## config.mk

```make
export PLATFORM = sky130hd
export DESIGN_NAME = tts_us_quant
export DESIGN_NICKNAME = d
export VERILOG_FILES = /design/src/design/tts_pkg.sv /design/src/design/tts_us_quant.sv
export SDC_FILE = /design/constraint.sdc
export NUM_CORES = 1
export LEC_CHECK = 0
export ABC_AREA = 0
export BUFFER_PORTS_ARGS = -buffer_cell sky130_fd_sc_hd__buf_2
export CAP_MARGIN = 20
export CORE_ASPECT_RATIO = 1.75
export CORE_MARGIN = 4
export CORE_UTILIZATION = 40
export CTS_CLUSTER_DIAMETER = 30
export DETAILED_ROUTE_END_ITERATION = 12
export HOLD_SLACK_MARGIN = 0.1
export PLACE_DENSITY = 0.59
export SLEW_MARGIN = 10
export SYNTH_ARGS = -nofsm -noshare
export SYNTH_HDL_FRONTEND = slang
export SYNTH_SLANG_ARGS = --single-unit
```

## constraint.sdc

```tcl
create_clock -name clk -period 10 [get_ports clk]
set_input_delay 0.5 -clock clk [delete_from_list [all_inputs] [get_ports clk]]
set_output_delay 0.5 -clock clk [all_outputs]
set_load 0.05 [all_outputs]
```

## src/design/tts_pkg.sv

```systemverilog
// Shared types and constants for the tick to nanosecond timespec converter.
// Used by every module of the block but the checker; depends on nothing.
package tts_pkg;

  // Configuration register indexes.
  typedef enum logic [1:0] {
    CFG_SCALE_NUMER  = 2'd0,
    CFG_SCALE_DENOM  = 2'd1,
    CFG_SLEEP_OFFSET = 2'd2
  } cfg_index_t;

  // Conversion function codes; the unused code behaves as raw ticks.
  localparam logic [1:0] FUNC_RAW    = 2'd0;
  localparam logic [1:0] FUNC_OFFSET = 2'd1;
  localparam logic [1:0] FUNC_US     = 2'd2;

  localparam int FRAC_BITS = 34;
  localparam logic [63:0] UNITY_MULT = 64'h0000_0004_0000_0000;
  localparam logic [29:0] NS_PER_SEC = 30'd1000000000;
  localparam logic [9:0]  NS_PER_US  = 10'd1000;

  // floor(x / 125) equals (x * RECIP_125) >> 34 for every x below 2^27.
  localparam logic [27:0] RECIP_125 = 28'd137438954;

  // Seconds split: quotient bits resolved per stage and number of stages.
  localparam int SEC_STEPS  = 7;
  localparam int SEC_STAGES = 5;

  // Derived scale as seen by the datapath.
  typedef struct packed {
    logic [63:0] mult;
    logic        unity;
    logic        numer_zero;
  } scale_t;

  // Item after the nanosecond product.
  typedef struct packed {
    logic [1:0]  func;
    logic [63:0] ns;
  } ns_item_t;

  // Item after the split into whole seconds and remainder.
  typedef struct packed {
    logic [1:0]  func;
    logic [63:0] ns;
    logic [34:0] secs;
    logic [29:0] rem;
  } sec_item_t;

endpackage

```

## src/design/tts_us_quant.sv

```systemverilog
// Rounding down to whole microseconds for the quantized mode, ending in the
// output register. Depends on tts_pkg.
module tts_us_quant
  import tts_pkg::*;
(
  input  logic        clk,
  input  logic        rst,
  input  logic        en,
  input  logic        in_valid,
  input  sec_item_t   in_item,
  output logic        out_valid,
  output logic [63:0] total_ns,
  output logic [34:0] whole_seconds,
  output logic [29:0] subsec_ns
);

  logic        f_valid;
  sec_item_t   f_item;
  logic [19:0] f_us;
  logic [54:0] prod;
  logic [29:0] us_ns;
  logic [29:0] sub_us;

  // Stage F: microsecond count of the remainder by reciprocal multiply.
  assign prod = in_item.rem[29:3] * RECIP_125;

  always_ff @(posedge clk) begin
    if (rst) begin
      f_valid   <= 1'b0;
      out_valid <= 1'b0;
    end else if (en) begin
      f_valid   <= in_valid;
      out_valid <= f_valid;
    end
  end

  always_ff @(posedge clk) begin
    if (en) begin
      f_item <= in_item;
      f_us   <= prod[53:34];
    end
  end

  // Stage G: drop the sub-microsecond part in the quantized mode.
  assign us_ns  = f_us * NS_PER_US;
  assign sub_us = f_item.rem - us_ns;

  always_ff @(posedge clk) begin
    if (en) begin
      whole_seconds <= f_item.secs;
      if (f_item.func == FUNC_US) begin
        total_ns  <= f_item.ns - {34'd0, sub_us};
        subsec_ns <= us_ns;
      end else begin
        total_ns  <= f_item.ns;
        subsec_ns <= f_item.rem;
      end
    end
  end

endmodule

```

Word level (Yosys, flattened, before mapping) --
Index checks and enable logic that the tools add are counted.
Word-level totals: bits in registers 282, bits in latches 0, RAM bits 0, memory bits (read-only) 0, input bits 135, word-level logic and storage cells 18, memories kept 0
Operators by class: add/sub/neg operators 2, multipliers 2, divide/modulo/power cells 0, order comparisons 0, equality and inequality tests 1, shift-type cells 0, mux-type cells 2, bitwise operators 0, reductions and logical operators 0
Operators by type and width (count):
- 64-bit 2-to-1 mux | 1
- 64-bit by 30-bit subtractor with 64-bit output | 1
- 27-bit by 27-bit multiplier with 53-bit output (second input constant) | 1
- 30-bit 2-to-1 mux | 1
- 30-bit subtractor | 1
- 20-bit by 7-bit multiplier with 27-bit output (second input constant) | 1
- 2-bit equality test (second input constant) | 1

Logic depth before layout (Yosys ltp) --
Gate-level depths: netlist of the first run.
depth in word-level cells 4, depth in mapped cells 37, depth with buffers taken out 37

Worst setup path after synthesis of the first run --
OpenSTA, ideal clock, no wires.
path kind register -> register, start point reg f_us[0], end point reg total_ns[63] (data pin), arrival time 8.649 ns, slack 1.085 ns, cell stages (with the launch flop) 36, buffers on the path 0, cells stage by stage edfxtp_1 -> fa_1 -> fa_1 -> inv_1 -> fa_1 -> fa_1 -> inv_1 -> ha_1 -> a21o_1 -> nand2_1 -> nand2_1 -> nand2_1 -> nand2_1 -> a21oi_1 -> xor2_1 -> ha_1 -> a21o_1 -> a21o_1 -> a21oi_1 -> o21ai_0 -> maj3_1 -> o32ai_1 -> o31a_1 -> a21boi_2 -> a2111oi_0 -> nor3_1 -> a2111oi_0 -> nor3_1 -> ha_1 -> a21o_1 -> a2111oi_0 -> nand2_1 -> or4_1 -> a211o_1 -> nor3_1 -> xor2_1
Between the ends: longest elaborated chain between the ends 4
RTL lines:
- start: declaration | line tts_us_quant.sv:19 | logic [19:0] f_us;
- start signal: assignment | line tts_us_quant.sv:40 | f_us <= prod[53:34];
- 20-bit by 7-bit multiplier with 27-bit output | line tts_us_quant.sv:45 | assign us_ns = f_us * NS_PER_US;
- 30-bit subtractor | line tts_us_quant.sv:46 | assign sub_us = f_item.rem - us_ns;
- 64-bit by 30-bit subtractor with 64-bit output | line tts_us_quant.sv:52 | total_ns <= f_item.ns - {34'd0, sub_us};
- 64-bit 2-to-1 mux | line tts_us_quant.sv:51 | if (f_item.func == FUNC_US) begin
- end signal: assignment | line tts_us_quant.sv:52
- end signal: assignment | line tts_us_quant.sv:55 | total_ns <= f_item.ns;
- end: declaration | line tts_us_quant.sv:12 | output logic [63:0] total_ns,
No other way between the ends. A chain may end at the register's enable or synchronous reset.

Worst setup path after layout of the first run --
start point reg f_us[3], end point reg total_ns[63] (data pin)
Same word-level chain as after synthesis.

==> reports/results.txt, run 1 <==
area delta synth->final: 14.52%
# port buffers: 264
startpoint types: flop
Row Count: 124
commonest non-fill, non-tap cells in the layout: 470 x inv_1, 390 x ha_1, 297 x fa_1
RSZ-0062 raised after global routing: false
slowest cell delay on critical path: 0.55 ns
WL/cell: 19.68 um
Critical Path RT: 10.29 ns
Final Slew Violations: 0
ANT nets after route: 0
DRC viols: 0
GRT Resource Usage Total: 0.1983
CTS tree: built
number of buffers and inverters on the critical path: 2
worst-margin pin slew: 1.043 ns
Nets: 3435
Max Fclk: 0.1062 GHz
Seq/Total Area, Yosys: 0.3208
critical path type: flop to flop
Crit-path slowest cell: fa_1
floorplan core area: 65320 um^2
Primary FF master, synth: edfxtp_1
post-synthesis cell type count: 74
Crit path top cell by count: a21o_1
most common cell after layout, fill and taps aside: inv_1
max_cap viols: 0
Synth Warn #: 0
gpl congestion: 0.9268
layout cells sized above 1: 0.1360
HPWL Detailed: 58000 um
asr flop ratio synth: 0
Hold Path Class: primary input to flop
first-pass GRT wire length: 108500 um
pin count of the biggest net entering global routing: 172
Die W: 202.0 um
dpl ws: 0.07518 ns
Final Hold Fails: 0
number of global-route vias before repair: 19750
H-tree levels: 2
total gr overflow: 0
Post-Route WL: 69300 um
register area: 8448 um^2
Fill cells: 6059
setup TNS: 0 ns
synthesized instance count: 2316
die height: 347.4 um
via count: 17800
Vias/cell: 5.055
skew final: 0.02432 ns
# IOs: 265
# setup viols final: 0
CTS root buffer: clkbuf_16
Worst-Skew Late Latency: 0.55 ns
CP top delay family: compound AO/OA/AOI/OAI gates
CP Data Arrival Time: 9.71 ns
syn avg cell area: 11.37 um^2
Period minus WS final: 9.419 ns
Die Area: 70170 um^2
Initial Util: 0.4032
multi-input logic area: 16070 um^2
n_diodes: 0
Max Fanout on Critical Path: 6
CTS clk-pin slew, worst paths: 0.07 ns
initial antenna violation count: 1
clk sink count: 282
final worst slack: 0.5814 ns
status: completed
Slew HR: 0.3043
final worst path period share: 0.9419
synthesized flop and latch total: 282
TritonRoute pass-1 iters: 6
area of the mapped netlist: 26330 um^2
initial DRC count: 660
Syn Nets: 3139
number of synthesized flops with an enable pin: 280
Setup crit end kind: flop
CTS Buf Count: 36
Clock Path Buffers: 3
[cells by family after synthesis]
| kind of cell | Yosys count | share of synthesized area |
|---|---|---|
| fa+ha+maj | 697 | 0.4150 |
| buf+inv | 494 | 0.07051 |
| simple gates | 377 | 0.07027 |
| compound gates | 344 | 0.08229 |
| flops | 282 | 0.3208 |
| xor+xnor | 118 | 0.03953 |
| mux | 4 | 0.001615 |
[cell usage after synthesis (all sizes together), types with 4 or more instances]
master / count / share of area
a21o: 51 / 0.015
nand2b: 15 / 0.0036
o21a: 10 / 0.0029
nand4: 9 / 0.0021
o21bai: 6 / 0.0019
a211oi: 5 / 0.0016
ha: 391 / 0.19
o31a: 4 / 0.0013
nand3b: 4 / 0.0011
nor2: 72 / 0.010
xor2: 58 / 0.020
clkbuf: 20 / 0.0029
nor2b: 18 / 0.0043
a221oi: 6 / 0.0020
or4: 11 / 0.0031
buf: 4 / 0.00067
maj3: 9 / 0.0034
nor4: 15 / 0.0036
o21ai: 108 / 0.021
o31ai: 11 / 0.0031
a211o: 4 / 0.0013
fa: 297 / 0.23
xnor2: 60 / 0.020
nand3: 16 / 0.0030
a2111oi: 7 / 0.0024
inv: 470 / 0.067
a21oi: 88 / 0.017
o211ai: 8 / 0.0023
or2: 9 / 0.0021
nand2: 124 / 0.018
a31oi: 8 / 0.0019
edfxtp: 280 / 0.32
and2: 13 / 0.0031
or3: 16 / 0.0040
nor3: 35 / 0.0067
and3: 12 / 0.0029
[metal layers]
metal / wire [um] / track usage / vias to the layer above
met2: 38020 / 0.3852 / 464
met1: 25190 / 0.2120 / 8750
met3: 2601 / 0.02339 / 146
met5: 7 / 0 / -
li1: - / - / 8436
met4: 3480 / 0.08964 / 2
[state kept, by name, summed over array words and instances (netlist names)]
signal / cells
out_valid: 1
f_valid: 1
total_ns: 64
f_us: 20
whole_seconds: 35
f_item: 131
subsec_ns: 30
[per-stage QoR]
step	hold WS [ns]	std cells	util	area (um^2)
after floorplan	0.4003	2316	-	26330
after global placement	0.4012	3446	0.4403	28760
after detailed placement	0.4061	3446	0.4403	28760
after CTS	0.1000	3519	0.4610	30110
after global routing	0.1055	3521	0.4617	30160
final	0.1301	3521	0.4617	30160
[area by class of cell]
type,instances,share of cell area
well taps,882,0.03659
inverters,470,0.05850
repair buffers,282,0.04971
clock inverters,25,0.01046
flip-flops and latches,282,0.2801
clock buffers,40,0.03178
multi-input cells,1540,0.5328
[what timing repair did]
item                                    CTS  global route
hold endpoints to repair                  9             0
buffers inserted                          0             2
hold buffers                              8             0
resized for setup                         0             8
endpoints found under the setup margin    0            14
[path summary, 6_finish.rpt]
path | startpoint | endpoint | slack (ns) | cells after the start
max | f_us[3] | total_ns[63] | 0.58 | 33
min | in_item[84] | f_item[84] | 0.13 | 1
max reg2reg | f_us[3] | total_ns[63] | 0.58 | 33
min reg2reg | f_item[36] | whole_seconds[6] | 0.41 | 0
Power of run 1 is not shown: default switching activity piles up to over one toggle a cycle in this logic, so the estimate is an artifact.
==> run 2, diff against run 1 <==
--- a/config.mk
+++ b/config.mk
@@ -11,6 +11,7 @@
 export CORE_ASPECT_RATIO = 1.75
 export CORE_MARGIN = 4
 export CORE_UTILIZATION = 40
+export CTS_BUF_LIST = sky130_fd_sc_hd__clkbuf_8
 export CTS_CLUSTER_DIAMETER = 30
 export DETAILED_ROUTE_END_ITERATION = 12
 export HOLD_SLACK_MARGIN = 0.1
==> run 2 against run 1 <==
  * Non-clock buffer count rose by 95
  * Final area rose by 1.8%
  * Worst setup slack got worse by 0.016 ns
  * Die area did not move
  * Hold slack improved by 0.044 ns
  * Wire length rose by 2.3%
  * Clock-buffer cell count rose by 6
==> reports/results.txt, run 2 (synthesis gave the netlist of run 1 again) <==
Worst-Skew Late Latency: 0.60 ns (+0.05 ns)
number of buffers and inverters on the critical path: 2 (unchanged)
Max Fclk: 0.1060 GHz (-0.17%)
max_cap viols: 0 (unchanged)
Hold Path Class: primary input to flop
most common cell after layout, fill and taps aside: inv_1
Final Hold Fails: 0 (unchanged)
initial DRC count: 642 (-2.7%)
number of global-route vias before repair: 20430 (+3.5%)
register with the most flip-flops: f_item
floorplan core area: 65320 um^2 (unchanged)
Max Fanout on Critical Path: 5 (-1)
CTS root buffer: clkbuf_8
Nets: 3538 (+3.0%)
# port buffers: 264 (unchanged)
die height: 347.4 um (unchanged)
Setup crit end kind: flop
Row Count: 124 (unchanged)
Top Registers: f_item (131), total_ns (64), whole_seconds (35)
setup TNS: 0 ns (unchanged)
Fill cells: 6035 (-0.40%)
Critical Path RT: 10.34 ns (+0.05 ns)
final worst path period share: 0.9435 (+0.001632)
Period minus WS final: 9.435 ns (+0.01632 ns)
Die Area: 70170 um^2 (unchanged)
critical path type: flop to flop
# setup viols final: 0 (unchanged)
Final Slew Violations: 0 (unchanged)
CTS clk-pin slew, worst paths: 0.07 ns (about the same)
RSZ-0062 raised after global routing: false
pin count of the biggest net entering global routing: 172 (unchanged)
Slew HR: 0.3300 (+0.02568)
gpl congestion: 0.9268 (unchanged)
HPWL Detailed: 58000 um (unchanged)
ANT nets after route: 0 (unchanged)
CP Data Arrival Time: 9.77 ns (+0.06 ns)
Clock Path Buffers: 3 (unchanged)
Crit-path slowest cell: fa_1
GRT Resource Usage Total: 0.2024 (+0.004160)
commonest non-fill, non-tap cells in the layout: 477 x inv_1, 390 x ha_1, 297 x fa_1
# IOs: 265 (unchanged)
CP top delay family: compound AO/OA/AOI/OAI gates
area delta synth->final: 16.59%
initial antenna violation count: 1 (unchanged)
Die W: 202.0 um (unchanged)
CTS tree: built
slowest cell delay on critical path: 0.53 ns (-0.02 ns)
status: completed
layout cells sized above 1: 0.1311 (-0.004984)
via count: 18190 (+2.2%)
skew final: 0.03497 ns (+0.01066 ns)
max reg flops: 131 (unchanged)
first-pass GRT wire length: 111200 um (+2.5%)
Post-Route WL: 70910 um (+2.3%)
TritonRoute pass-1 iters: 7 (+1)
startpoint types: flop
Initial Util: 0.4032 (unchanged)
clk sink count: 282 (unchanged)
register area: 8448 um^2 (unchanged)
worst-margin pin slew: 1.005 ns (-0.03852 ns)
total gr overflow: 0 (unchanged)
Vias/cell: 5.011 (-0.86%)
CTS Buf Count: 44 (+22%)
H-tree levels: 2 (unchanged)
multi-input logic area: 16070 um^2 (about the same)
DRC viols: 0 (unchanged)
WL/cell: 19.53 um (-0.75%)
==> run 2: changes by cell type in the layout (fill, tap and decap cells not counted), sizes merged <==
cell	previous run	this run
bufinv	4	2
dlygate4sd3	8	103
clkinvlp	4	3
clkbuf	40	46
clkinv	10	15
diode	0	1
inv	477	482
==> run 2: final cells by class <==
cell class | instances | area share
clock inverters | 32 | 0.007417
multi-input cells | 1540 | 0.5235
inverters | 470 | 0.05746
repair buffers | 377 | 0.07979
clock buffers | 46 | 0.02062
well taps | 882 | 0.03594
diodes | 1 | 0.00008151
flip-flops and latches | 282 | 0.2752
==> run 2: layer usage <==
| layer | vias to the layer above | part of all wire | GRT usage |
|---|---|---|---|
| met5 | - | 0 | 0 |
| met4 | 0 | 0.047 | 0.08517 |
| met3 | 154 | 0.036 | 0.02386 |
| met2 | 470 | 0.55 | 0.3979 |
| met1 | 8920 | 0.37 | 0.2152 |
| li1 | 8647 | - | - |
==> run 2: worst paths after layout <==
kind              start          endpoint  slack, ns  cells after the start
max reg2reg     f_us[2]      total_ns[63]       0.57                     33
min reg2reg  f_item[36]  whole_seconds[6]       0.41                      0
max             f_us[2]      total_ns[63]       0.57                     33
min            in_valid           f_valid       0.17                      3
==> run 2: worst reg2reg max path: cells and delay by family (launching register included) <==
kind            cells  cell delay (ns)
compound gates     15             3.74
fa+ha+maj           8             3.38
simple gates        6             1.22
flops               1             0.47
xor+xnor            2             0.29
buf+inv             2             0.09
==> run 2: stage by stage <==
| stage | utilization | area [um^2] | cells | setup slack, ns | hold slack [ns] |
|---|---|---|---|---|---|
| after floorplan | - | 26330 | 2316 | 1.085 | 0.4003 |
| after global placement | 0.4403 | 28760 | 3446 | 0.2642 | 0.4012 |
| after detailed placement | 0.4403 | 28760 | 3446 | 0.07518 | 0.4061 |
| after CTS | 0.4692 | 30650 | 3627 | 0.03367 | 0.1183 |
| after global routing | 0.4700 | 30700 | 3630 | 0.07766 | 0.1381 |
| final | 0.4700 | 30700 | 3630 | 0.5651 | 0.1742 |
==> run 2: repair_timing <==
| item | in CTS | in global routing |
|---|---|---|
| gates resized for setup | 0 | 9 |
| endpoints found under the hold margin | 104 | 0 |
| setup buffers | 0 | 2 |
| hold buffers | 103 | 0 |
| setup endpoints to repair | 0 | 16 |
Power of run 2 is left out for the same reason.
