`src/design/tts_pkg.sv`:
```
// Shared types and constants for the tick to nanosecond timespec converter.
// Used by every module of the block but the checker; depends on nothing.
package tts_pkg;

  // Configuration register indexes.
  typedef enum logic [1:0] {
    CFG_SCALE_NUMER  = 2'd0,
    CFG_SCALE_DENOM  = 2'd1,
    CFG_SLEEP_OFFSET = 2'd2
  } cfg_index_t;

  // Conversion function codes; the unused code behaves as raw ticks.
  localparam logic [1:0] FUNC_RAW    = 2'd0;
  localparam logic [1:0] FUNC_OFFSET = 2'd1;
  localparam logic [1:0] FUNC_US     = 2'd2;

  localparam int FRAC_BITS = 34;
  localparam logic [63:0] UNITY_MULT = 64'h0000_0004_0000_0000;
  localparam logic [29:0] NS_PER_SEC = 30'd1000000000;
  localparam logic [9:0]  NS_PER_US  = 10'd1000;

  // floor(x / 125) equals (x * RECIP_125) >> 34 for every x below 2^27.
  localparam logic [27:0] RECIP_125 = 28'd137438954;

  // Seconds split: quotient bits resolved per stage and number of stages.
  localparam int SEC_STEPS  = 7;
  localparam int SEC_STAGES = 5;

  // Derived scale as seen by the datapath.
  typedef struct packed {
    logic [63:0] mult;
    logic        unity;
    logic        numer_zero;
  } scale_t;

  // Item after the nanosecond product.
  typedef struct packed {
    logic [1:0]  func;
    logic [63:0] ns;
  } ns_item_t;

  // Item after the split into whole seconds and remainder.
  typedef struct packed {
    logic [1:0]  func;
    logic [63:0] ns;
    logic [34:0] secs;
    logic [29:0] rem;
  } sec_item_t;

endpackage

```
`src/design/tts_scale_div.sv`:
```
// Configuration registers and the serial divider that derives the 30.34
// fixed-point multiplier from numer/denom. Depends on tts_pkg.
module tts_scale_div
  import tts_pkg::*;
(
  input  logic        clk,
  input  logic        rst,
  input  logic        cfg_we,
  input  logic [1:0]  cfg_index,
  input  logic [63:0] cfg_data,
  output scale_t      scale,
  output logic [63:0] offset,
  output logic        busy
);

  logic [31:0] numer;
  logic [31:0] denom;
  logic [63:0] mult;
  logic        start;
  logic        running;
  logic [5:0]  cnt;
  logic [31:0] rem;
  logic [63:0] quo;
  logic [31:0] dsr;
  logic        big;

  logic [31:0] dsr_eff;
  logic [63:0] dividend;
  logic [32:0] rem_shift;
  logic        ge;
  logic [32:0] rem_sub;
  logic [31:0] rem_next;
  logic [63:0] quo_next;

  // Dividend setup: a zero denominator counts as one.
  always_comb begin
    dsr_eff = (denom == 32'd0) ? 32'd1 : denom;
    if (numer[31:30] == 2'b00) begin
      dividend = {numer[29:0], 34'd0} + {33'd0, dsr_eff[31:1]};
    end else begin
      dividend = {numer, 32'd0} + {33'd0, dsr_eff[31:1]};
    end
  end

  // One restoring division step per cycle.
  always_comb begin
    rem_shift = {rem, quo[63]};
    ge        = (rem_shift >= {1'b0, dsr});
    rem_sub   = rem_shift - {1'b0, dsr};
    rem_next  = ge ? rem_sub[31:0] : rem_shift[31:0];
    quo_next  = {quo[62:0], ge};
  end

  // Register writes and divider sequencing; a new scale write restarts it.
  always_ff @(posedge clk) begin
    if (rst) begin
      numer   <= 32'd1;
      denom   <= 32'd1;
      offset  <= 64'd0;
      mult    <= UNITY_MULT;
      start   <= 1'b0;
      running <= 1'b0;
      cnt     <= 6'd0;
    end else begin
      start <= cfg_we && (cfg_index == CFG_SCALE_NUMER || cfg_index == CFG_SCALE_DENOM);
      if (cfg_we) begin
        case (cfg_index)
          CFG_SCALE_NUMER:  numer  <= cfg_data[31:0];
          CFG_SCALE_DENOM:  denom  <= cfg_data[31:0];
          CFG_SLEEP_OFFSET: offset <= cfg_data;
          default: ;
        endcase
      end
      if (start) begin
        running <= 1'b1;
        cnt     <= 6'd0;
        rem     <= 32'd0;
        quo     <= dividend;
        dsr     <= dsr_eff;
        big     <= (numer[31:30] != 2'b00);
      end else if (running) begin
        rem <= rem_next;
        quo <= quo_next;
        cnt <= cnt + 6'd1;
        if (cnt == 6'd63) begin
          running <= 1'b0;
          mult    <= big ? {quo_next[61:0], 2'b00} : quo_next;
        end
      end
    end
  end

  assign busy             = start | running;
  assign scale.mult       = mult;
  assign scale.unity      = (mult == UNITY_MULT);
  assign scale.numer_zero = (numer == 32'd0);

endmodule

```
`config.mk`:
```
export PLATFORM = sky130hd
export DESIGN_NAME = tts_scale_div
export DESIGN_NICKNAME = d
export VERILOG_FILES = /design/src/design/tts_pkg.sv /design/src/design/tts_scale_div.sv
export SDC_FILE = /design/constraint.sdc
export NUM_CORES = 1
export LEC_CHECK = 0
export BUFFER_PORTS_ARGS = -buffer_cell sky130_fd_sc_hd__buf_2
export CAP_MARGIN = 0
export CORE_ASPECT_RATIO = 0.75
export CORE_UTILIZATION = 65
export CTS_BUF_LIST = sky130_fd_sc_hd__clkbuf_4 sky130_fd_sc_hd__clkbuf_8
export DETAILED_ROUTE_END_ITERATION = 16
export PLACE_DENSITY_LB_ADDON = 0.15
export SLEW_MARGIN = 20
export SYNTH_ARGS = -nofsm -noshare
export SYNTH_HDL_FRONTEND = slang
export SYNTH_SLANG_ARGS = --single-unit
```
`constraint.sdc`:
```
create_clock -name clk -period 16.6 [get_ports clk]
set_input_delay 4.15 -clock clk [delete_from_list [all_inputs] [get_ports clk]]
set_output_delay 4.15 -clock clk [all_outputs]
set_load 0.03 [all_outputs]
```
# == Word-level counts from Yosys, hierarchy flattened ==
# Index checks and enable logic that the tools add are counted.
# op_classes
addsub,4
n_mul,0
n_div,0
n_lt_le_gt_ge,1
n_eq_ne,4
shifts,0
mux,10
bitwise,3
reduce_logical,15
# op_table
op,n
$mux 64,4
$add 64x31->64,2
$mux 32,3
$eq 64x35->1 const B,1
$logic_not 32->1,2
$ge 33x32->1,1
$sub 32x32->32,1
$reduce_and 2->1,5
$add 6x1->6 const B,1
$eq 6x6->1 const B,1
$logic_not 2->1,2
$reduce_bool 2->1,2
$mux 1,3
$reduce_and 3->1,1
$eq 2x1->1 const B,1
$eq 2x2->1 const B,1
$not 1->1,2
$reduce_or 2->1,1
$logic_and 1x1->1,1
$logic_or 1x1->1,1
$or 1x1->1,1
# totals
regBits,329
latchBits,0
ramBits,0
mem_bits_ro,0
in_bits,69
out_inout_bits,131
elab_cells,49
mem_count,0

# == Logic depth before layout (Yosys ltp) ==
# Gate-level depths: netlist (run 1).
# depth
depth_word,5
ltp_mapped,13
mapped_depth_nobuf,11

# == Worst setup path after synthesis (run 1) ==
# Ideal clock, no wire load.
# synth_path
kind,input-to-reg
startpoint,input port rst
endpoint,"register quo[0], enable pin"
setup_time_ns,0.551
t_arrival_ns,8.728
required_ns,16.049
path_slack_ns,7.320
cell_stages,4
n_path_buf,3
cell_sequence,clkbuf_1 > clkbuf_1 > clkbuf_1 > nor2_1
# synth_between
elab_chain_len,2
# synth_rtl
element,line,source
"start, declared",tts_scale_div.sv:7,"input logic rst,"
$not 1->1 (no line),-,
$reduce_and 2->1 (no line),-,
"end signal, assigned",tts_scale_div.sv:78,quo <= dividend;
"end signal, assigned",tts_scale_div.sv:83,quo <= quo_next;
"end, declared",tts_scale_div.sv:23,logic [63:0] quo;
# Every way passes these cells.
# A chain may end at the register's enable or synchronous reset.

==> results_dict.tcl, run 1 <==
set metrics [dict create \
    arrival_ns 2.36 \
    antenna_found_initial 1 \
    htreeDepth 2 \
    layout-drive-gt1-share_pct 19.9 \
    viasPerCell 6.07 \
    nets 1834 \
    fin_crit_ns 6.51 \
    placement.cell_area_um2 16100 \
    pwr-share-clk_pct 39.8 \
    dr.pass1.iters 6 \
    fin_tns_setup_ns 0 \
    synthXorXnorAreaFrac_pct 1.74 \
    drc_errors 0 \
    rr_endpoint "rem[10]" \
    antenna_cells 0 \
    status "finished, final reports clean" \
    synth-compound-area-share_pct 14.1 \
    syn2layout_area_growth_pct 13.5 \
    syn_nets 1705 \
    fin_skew_ns 0.0282 \
    ctsResizeCount 0 \
    crit_chain "nor2_1 -> inv_2 -> nor3_1 -> nand4_1 -> nor2_1 -> buf_2" \
    drt-total-wl_mm 39.9 \
    crit_start "numer[31]" \
    slew_viol_final 0 \
    holdCritPathClass "reg -> reg" \
    slowest_stage "inv_2" \
    synthesis.yosys.warnings 0 \
    clkSinkCount 329 \
    cts_buffer_depth 3 \
    gp_congestion 0.906 \
    avgSynthCellArea_um2 9.43 \
    synth_seq_area_share_pct 52.1 \
    path_clk_slew_ns 0.06 \
    cts_buffers 50 \
    power_density_nw_per_um2 102 \
    synth.largest_area_cell "dfxtp_1" \
    grt_pass1_wl_mm 60.4 \
    setup.worst_path.end "scale[0]" \
    worst_pin_slew_ns 1.02 \
    post-synth-top-count-cell "nand2_1" \
    cp_max_fo 28 \
    wl_per_cell_um 19.3 \
    ys_async_sr_fraction_pct 0 \
    pwr-share-comb_pct 9.3 \
    dieArea_um2 23900 \
    synthTopCellsByArea "dfxtp_1 (27%), edfxtp_1 (26%), nand2_1 (7.2%)" \
    max_cap_violations 0 \
    track_usage_pct 33.1 \
    worstSetupStartpointType "flop" \
    rows 47 \
    io_pins 200 \
    fin_cells 2066 \
    dieHeight_um 134 \
    p_seq_share_pct 50.9 \
    regArea_um2 7880 \
    synth_top_family_by_area "simple AND/OR/NAND/NOR gates" \
    max_stage_delay_ns 0.40 \
    stdcell_area_um2 17100 \
    synthesis.area_um2 15100 \
    peakVddDrop_uv 68.7 \
    grt_max_degree 130 \
    holdBufCountCts 0 \
    dp_cells 1972 \
    grt_pass1_vias 11000 \
    yosysUniqueCellTypes 61 \
    clock.fmax_mhz 154 \
    grt_overflow 0 \
    cp-end-kind "output port" \
    cts_root_buffer "clkbuf_8" \
    cp_common_cell "nor2_1" \
    power_leakage_nw 6.90 \
    fin_crit_sh_pct 39.2 \
    ys.flop_type "dfxtp_1" \
    switching_share_pct 25.3 \
    fp.coreArea_um2 22400 \
    p_sw_mw 0.440 \
    rsz0062_at_grt "false" \
    p_int_mw 1.30 \
    synth_seq_cells 329 \
    die-width_um 178 \
    hold_slack_ns 0.450 \
    syn_inst 1602 \
    relSlewSlack_pct 32.0 \
    synthSimpleGateAreaFrac_pct 15.3 \
    ff2ff_setup_slack_ns 12.80 \
    multiInputGateArea_um2 6560 \
    worstReg2RegStart "rem[17]" \
    synth_top_area_share_pct 26.5 \
    setup_viol 0 \
    synth-edff-count 129 \
    ys_top_cells_by_count "nand2_1 (291), dfxtp_1 (200), a21oi_1 (187)" \
    dp_hpwl_mm 27.6 \
    reg2regPathDepth 10 \
    cts_tree "yes" \
    fillCellCount 1584 \
    vias 12500 \
    critPathRequiredTime_ns 12.45 \
    start_util_pct 67.4 \
    hold_viol_final 0 \
    synth_mux_area_share_pct 9.13 \
    port_buffers 199 \
    worstSetupPathType "reg -> out" \
    drtAntennaViolNets 0 \
    post_cts_buffers 0 \
    insertion_delay_ns 0.59 \
    synth_fa_ha_area_share_pct 2.87 \
    drt_iter0_markers 1496 \
]
## worst min-delay path by stage
stage          startpoint          to  slack, ns  cells after the start
4_1_cts        offset[39]  offset[39]       0.45                      2
5_1_grt        offset[53]  offset[53]       0.47                      2
6_report       offset[53]  offset[53]       0.45                      2
2_1_floorplan   numer[31]   numer[31]       0.45                      2
3_3_place_gp   offset[43]  offset[43]       0.44                      2
3_5_place_dp   offset[39]  offset[39]       0.44                      2
## power groups by stage
stage,registers [mW],clock network [mW],logic [mW]
after floorplan,0.905,0,0.109
after global placement,0.901,0,0.155
after detailed placement,0.902,0,0.159
after CTS,0.885,0.696,0.160
after global routing,0.887,0.729,0.177
final,0.886,0.692,0.163
## layer usage
metal / track usage [%] / wire length (µm)
met5: 0 / 20
met4: 7.50 / 532
met1: 52.4 / 18000
met3: 7.26 / 4850
met2: 45.6 / 16500
## kinds of logic after synthesis
family / count (synthesis)
AND/OR/NAND/NOR: 550
AO/OA/AOI/OAI: 342
flip-flops: 329
buffers and inverters: 183
multiplexers: 134
adder cells (fa/ha/maj): 34
XOR/XNOR: 30
## registers in the layout, summed over array words and instances, names as in the netlist
register,flops
mult,64
offset,64
quo,64
denom,32
dsr,32
numer,32
rem,32
cnt,6
big,1
running,1
start,1
## layout by cell type (no fill, tap or decap), drive strengths merged, types with 4 or more instances in the layout
master  synthesis  final
nor3           11     11
nand3          16     16
xor2           11     11
nand2         291    291
ha             33     33
xnor2          19     19
a31oi           6      6
mux2i         103    103
inv            50     53
o21bai          9      9
o21ai          17     17
o22ai           6      6
edfxtp        129    129
a21o           16     16
a211oi         73     73
buf            13    210
clkinv          0     11
nor4           32     32
nor2          156    156
nand4          17     17
nor2b           5      5
dfxtp         200    200
mux2           31     31
clkbuf        120     78
a21oi         187    187
o21a            4      4
a211o           4      4
## per-stage QoR
stage	total power [mW]	util, %	worst slack [ns]
5_1_grt	1.79	76.5	9.84
4_1_cts	1.74	76.4	10.06
2_1_floorplan	1.01	-	7.32
3_3_place_gp	1.06	71.7	10.04
6_report	1.74	76.5	10.09
3_5_place_dp	1.06	71.7	10.02
## critical path, delay by kind of cell, from the launching register on
family / cells / cell delay [ns]
and+or+nand+nor: 4 / 0.84
buffers and inverters: 2 / 0.60
DFF: 1 / 0.32
## final cells by class
cell class,count,share of cell area [%]
flip-flops and latches,329,46.0
multi-input cells,1090,38.3
repair buffers,210,6.45
clock buffers,78,5.46
well taps,294,2.15
inverters,50,1.09
clock inverters,15,0.620
(Power assumes the default switching activity.)
==> run 2: changes to the inputs <==
- ABC_AREA: default -> 1
- CORE_UTILIZATION: 65 -> 60
- clock period: 16.6 -> 6.8 ns (I/O delays scaled with it)
==> run 2 against run 1 <==
Compared with the run above:
- worst setup slack worse by 7.5 ns
- non-clock buffer count up 4
- largest power group unchanged
- hold slack better by 0.019 ns
- combinational power rose to 2.8 times the previous value
- critical path type unchanged
- flip-flop and latch count unchanged
- clock-buffer cell count down 1
==> results_dict.tcl, run 2 <==
set metrics [dict create \
    grt_pass1_wl_mm 71.7 \
    slew_viol_final 0 \
    worst_pin_slew_ns 1.06 \
    peakVddDrop_uv 184 \
    fin_skew_ns 0.0245 \
    track_usage_pct 34.1 \
    ys.flop_type "dfxtp_1" \
    syn_nets 2205 \
    power_density_nw_per_um2 241 \
    gp_congestion 0.982 \
    ff2ff_setup_slack_ns 3.60 \
    nets 2344 \
    fin_crit_sh_pct 61.7 \
    crit_start "start" \
    clkSinkCount 329 \
    avgSynthCellArea_um2 7.61 \
    antenna_cells 0 \
    grt_overflow 0 \
    yosysUniqueCellTypes 44 \
    layout-drive-gt1-share_pct 15.7 \
    synthesis.yosys.warnings 0 \
    synth_fa_ha_area_share_pct 2.71 \
    crit_chain "buf_4 -> clkinv_2 -> nand2_1 -> buf_2" \
    final_util_pct 69.3 \
    synth-compound-area-share_pct 11.2 \
    synth_seq_area_share_pct 49.3 \
    post_cts_buffers 0 \
    post-synth-top-count-cell "nand2_1" \
    cp_max_fo 39 \
    synthTopCellsByArea "dfxtp_1 (25%), edfxtp_1 (24%), nand2_1 (13%)" \
    cts_buffers 50 \
    ys_top_cells_by_count "nand2_1 (560), nor2_1 (317), o21ai_0 (213)" \
    synth.largest_area_cell "dfxtp_1" \
    rows 51 \
    dr.pass1.iters 6 \
    synth_mux_area_share_pct 0 \
    syn2layout_area_growth_pct 13.0 \
    ys_async_sr_fraction_pct 0 \
    cts_tree "yes" \
    cp-end-kind "output port" \
    fp.coreArea_um2 26100 \
    wl_per_cell_um 17.8 \
    fin_tns_setup_ns 0 \
    max_stage_delay_ns 0.59 \
    power_leakage_nw 8.21 \
    cts_root_buffer "clkbuf_8" \
    setup_viol 0 \
    layout_commonest_cell "nand2_1" \
    syn_inst 2102 \
    synthesis.area_um2 16000 \
    drt-total-wl_mm 46.8 \
    htreeDepth 2 \
    antenna_found_initial 2 \
    synth_top_family_by_area "simple AND/OR/NAND/NOR gates" \
    timing.final.ws_setup_ns 2.60 \
    ctsResizeCount 0 \
    clock.fmax_mhz 238 \
    synth-edff-count 129 \
    port_buffers 199 \
    worstSetupStartpointType "flop" \
    drt_iter0_markers 1620 \
    grt_pass1_vias 13200 \
    critPathRequiredTime_ns 5.10 \
    cts_buffer_depth 3 \
    vias 14800 \
    rr_endpoint "quo[55]" \
    dp_hpwl_mm 33.4 \
    status "finished, final reports clean" \
    drtAntennaViolNets 0 \
    largestRegisters "mult x64, offset x64, quo x64" \
    slowest_stage "clkinv_2" \
    io_pins 200 \
    synthSimpleGateAreaFrac_pct 27.4 \
    holdCritPathClass "reg -> reg" \
    start_util_pct 61.3 \
    setup.worst_path.end "busy" \
    dp_slack_ns 3.03 \
    dieHeight_um 143 \
    die-width_um 191 \
    arrival_ns 2.50 \
    max_cap_violations 0 \
    rsz0062_at_grt "false" \
    path_clk_slew_ns 0.07 \
    hold_viol_final 0 \
    synth_seq_cells 329 \
    worstReg2RegStart "start" \
    viasPerCell 5.62 \
    layout_common_cells "nand2_1 (560), nor2_1 (316), o21ai_0 (213)" \
    p_total_mw 4.36 \
    worstSetupPathType "reg -> out" \
    relSlewSlack_pct 29.0 \
    insertion_delay_ns 0.60 \
    grt_max_degree 94 \
    drc_errors 0 \
    fin_crit_ns 4.20 \
    dieArea_um2 27300 \
    holdBufCountCts 0 \
    synthXorXnorAreaFrac_pct 0.821 \
    synth_top_area_share_pct 25.0 \
    reg2regPathDepth 5 \
]
run 2: cell types whose count changed in the layout (fill, tap and decap cells not counted), moves of 63 or more:
cell      delta
inv_1      +154
o21ai_0    +197
a211oi_1    -63
a21oi_1    -135
nor2_1     +166
mux2i_1    -103
nand2_1    +269
run 2: cells by family (layout without fill, tap and decap cells):
group	count (synthesis)	in the layout
and+or+nand+nor	1037	1037
buffers and inverters	349	528
AOI/OAI and AO/OA	338	338
DFF	329	329
adders and majority gates	34	34
xor gates and xnor gates	15	15
run 2: where the power goes:
part	switching, mW	internal [mW]
combinational	0.319	0.136
clock	0.782	0.951
sequential	0.0517	2.12
total	1.15	3.21
run 2: layer usage:
| metal | vias up | global-route usage [%] | share of wire [%] | routed length [µm] |
|---|---|---|---|---|
| met1 | 6810 | 49.8 | 44 | 20400 |
| met5 | - | 0 | 0.049 | 23 |
| met4 | 4 | 10.3 | 2.3 | 1070 |
| met2 | 787 | 47.8 | 41 | 19200 |
| li1 | 7070 | - | - | - |
| met3 | 86 | 10.8 | 13 | 6050 |
run 2: worst max-delay path: cells and delay by family (launching register included):
kind	cells	cell delay (ns)
buffers and inverters	3	1.20
and+or+nand+nor	1	0.37
DFF	1	0.31
run 2: final cells by class:
cell class	count	area [µm²]
multi-input cells	1424	6760
clock inverters	15	121
repair buffers	214	1110
well taps	344	430
clock buffers	77	935
fillers	2224	8030
inverters	222	837
flip-flops and latches	329	7880
run 2: worst min-delay path by stage:
stage	from	end	slack (ns)	cells past startpoint
2_1_floorplan	denom[19]	denom[19]	0.45	2
3_3_place_gp	denom[13]	dsr[13]	0.44	0
3_5_place_dp	denom[13]	dsr[13]	0.45	0
4_1_cts	denom[6]	dsr[6]	0.46	0
5_1_grt	denom[6]	dsr[6]	0.46	0
6_report	denom[11]	dsr[11]	0.47	0
run 2: through the flow:
step / hold slack, ns / instance area, µm² / std cells
after global routing: 0.457 / 18100 / 2625
after global placement: 0.442 / 17000 / 2533
final: 0.469 / 18100 / 2625
after CTS: 0.463 / 18100 / 2625
after floorplan: 0.450 / 16000 / 2102
after detailed placement: 0.448 / 17000 / 2533
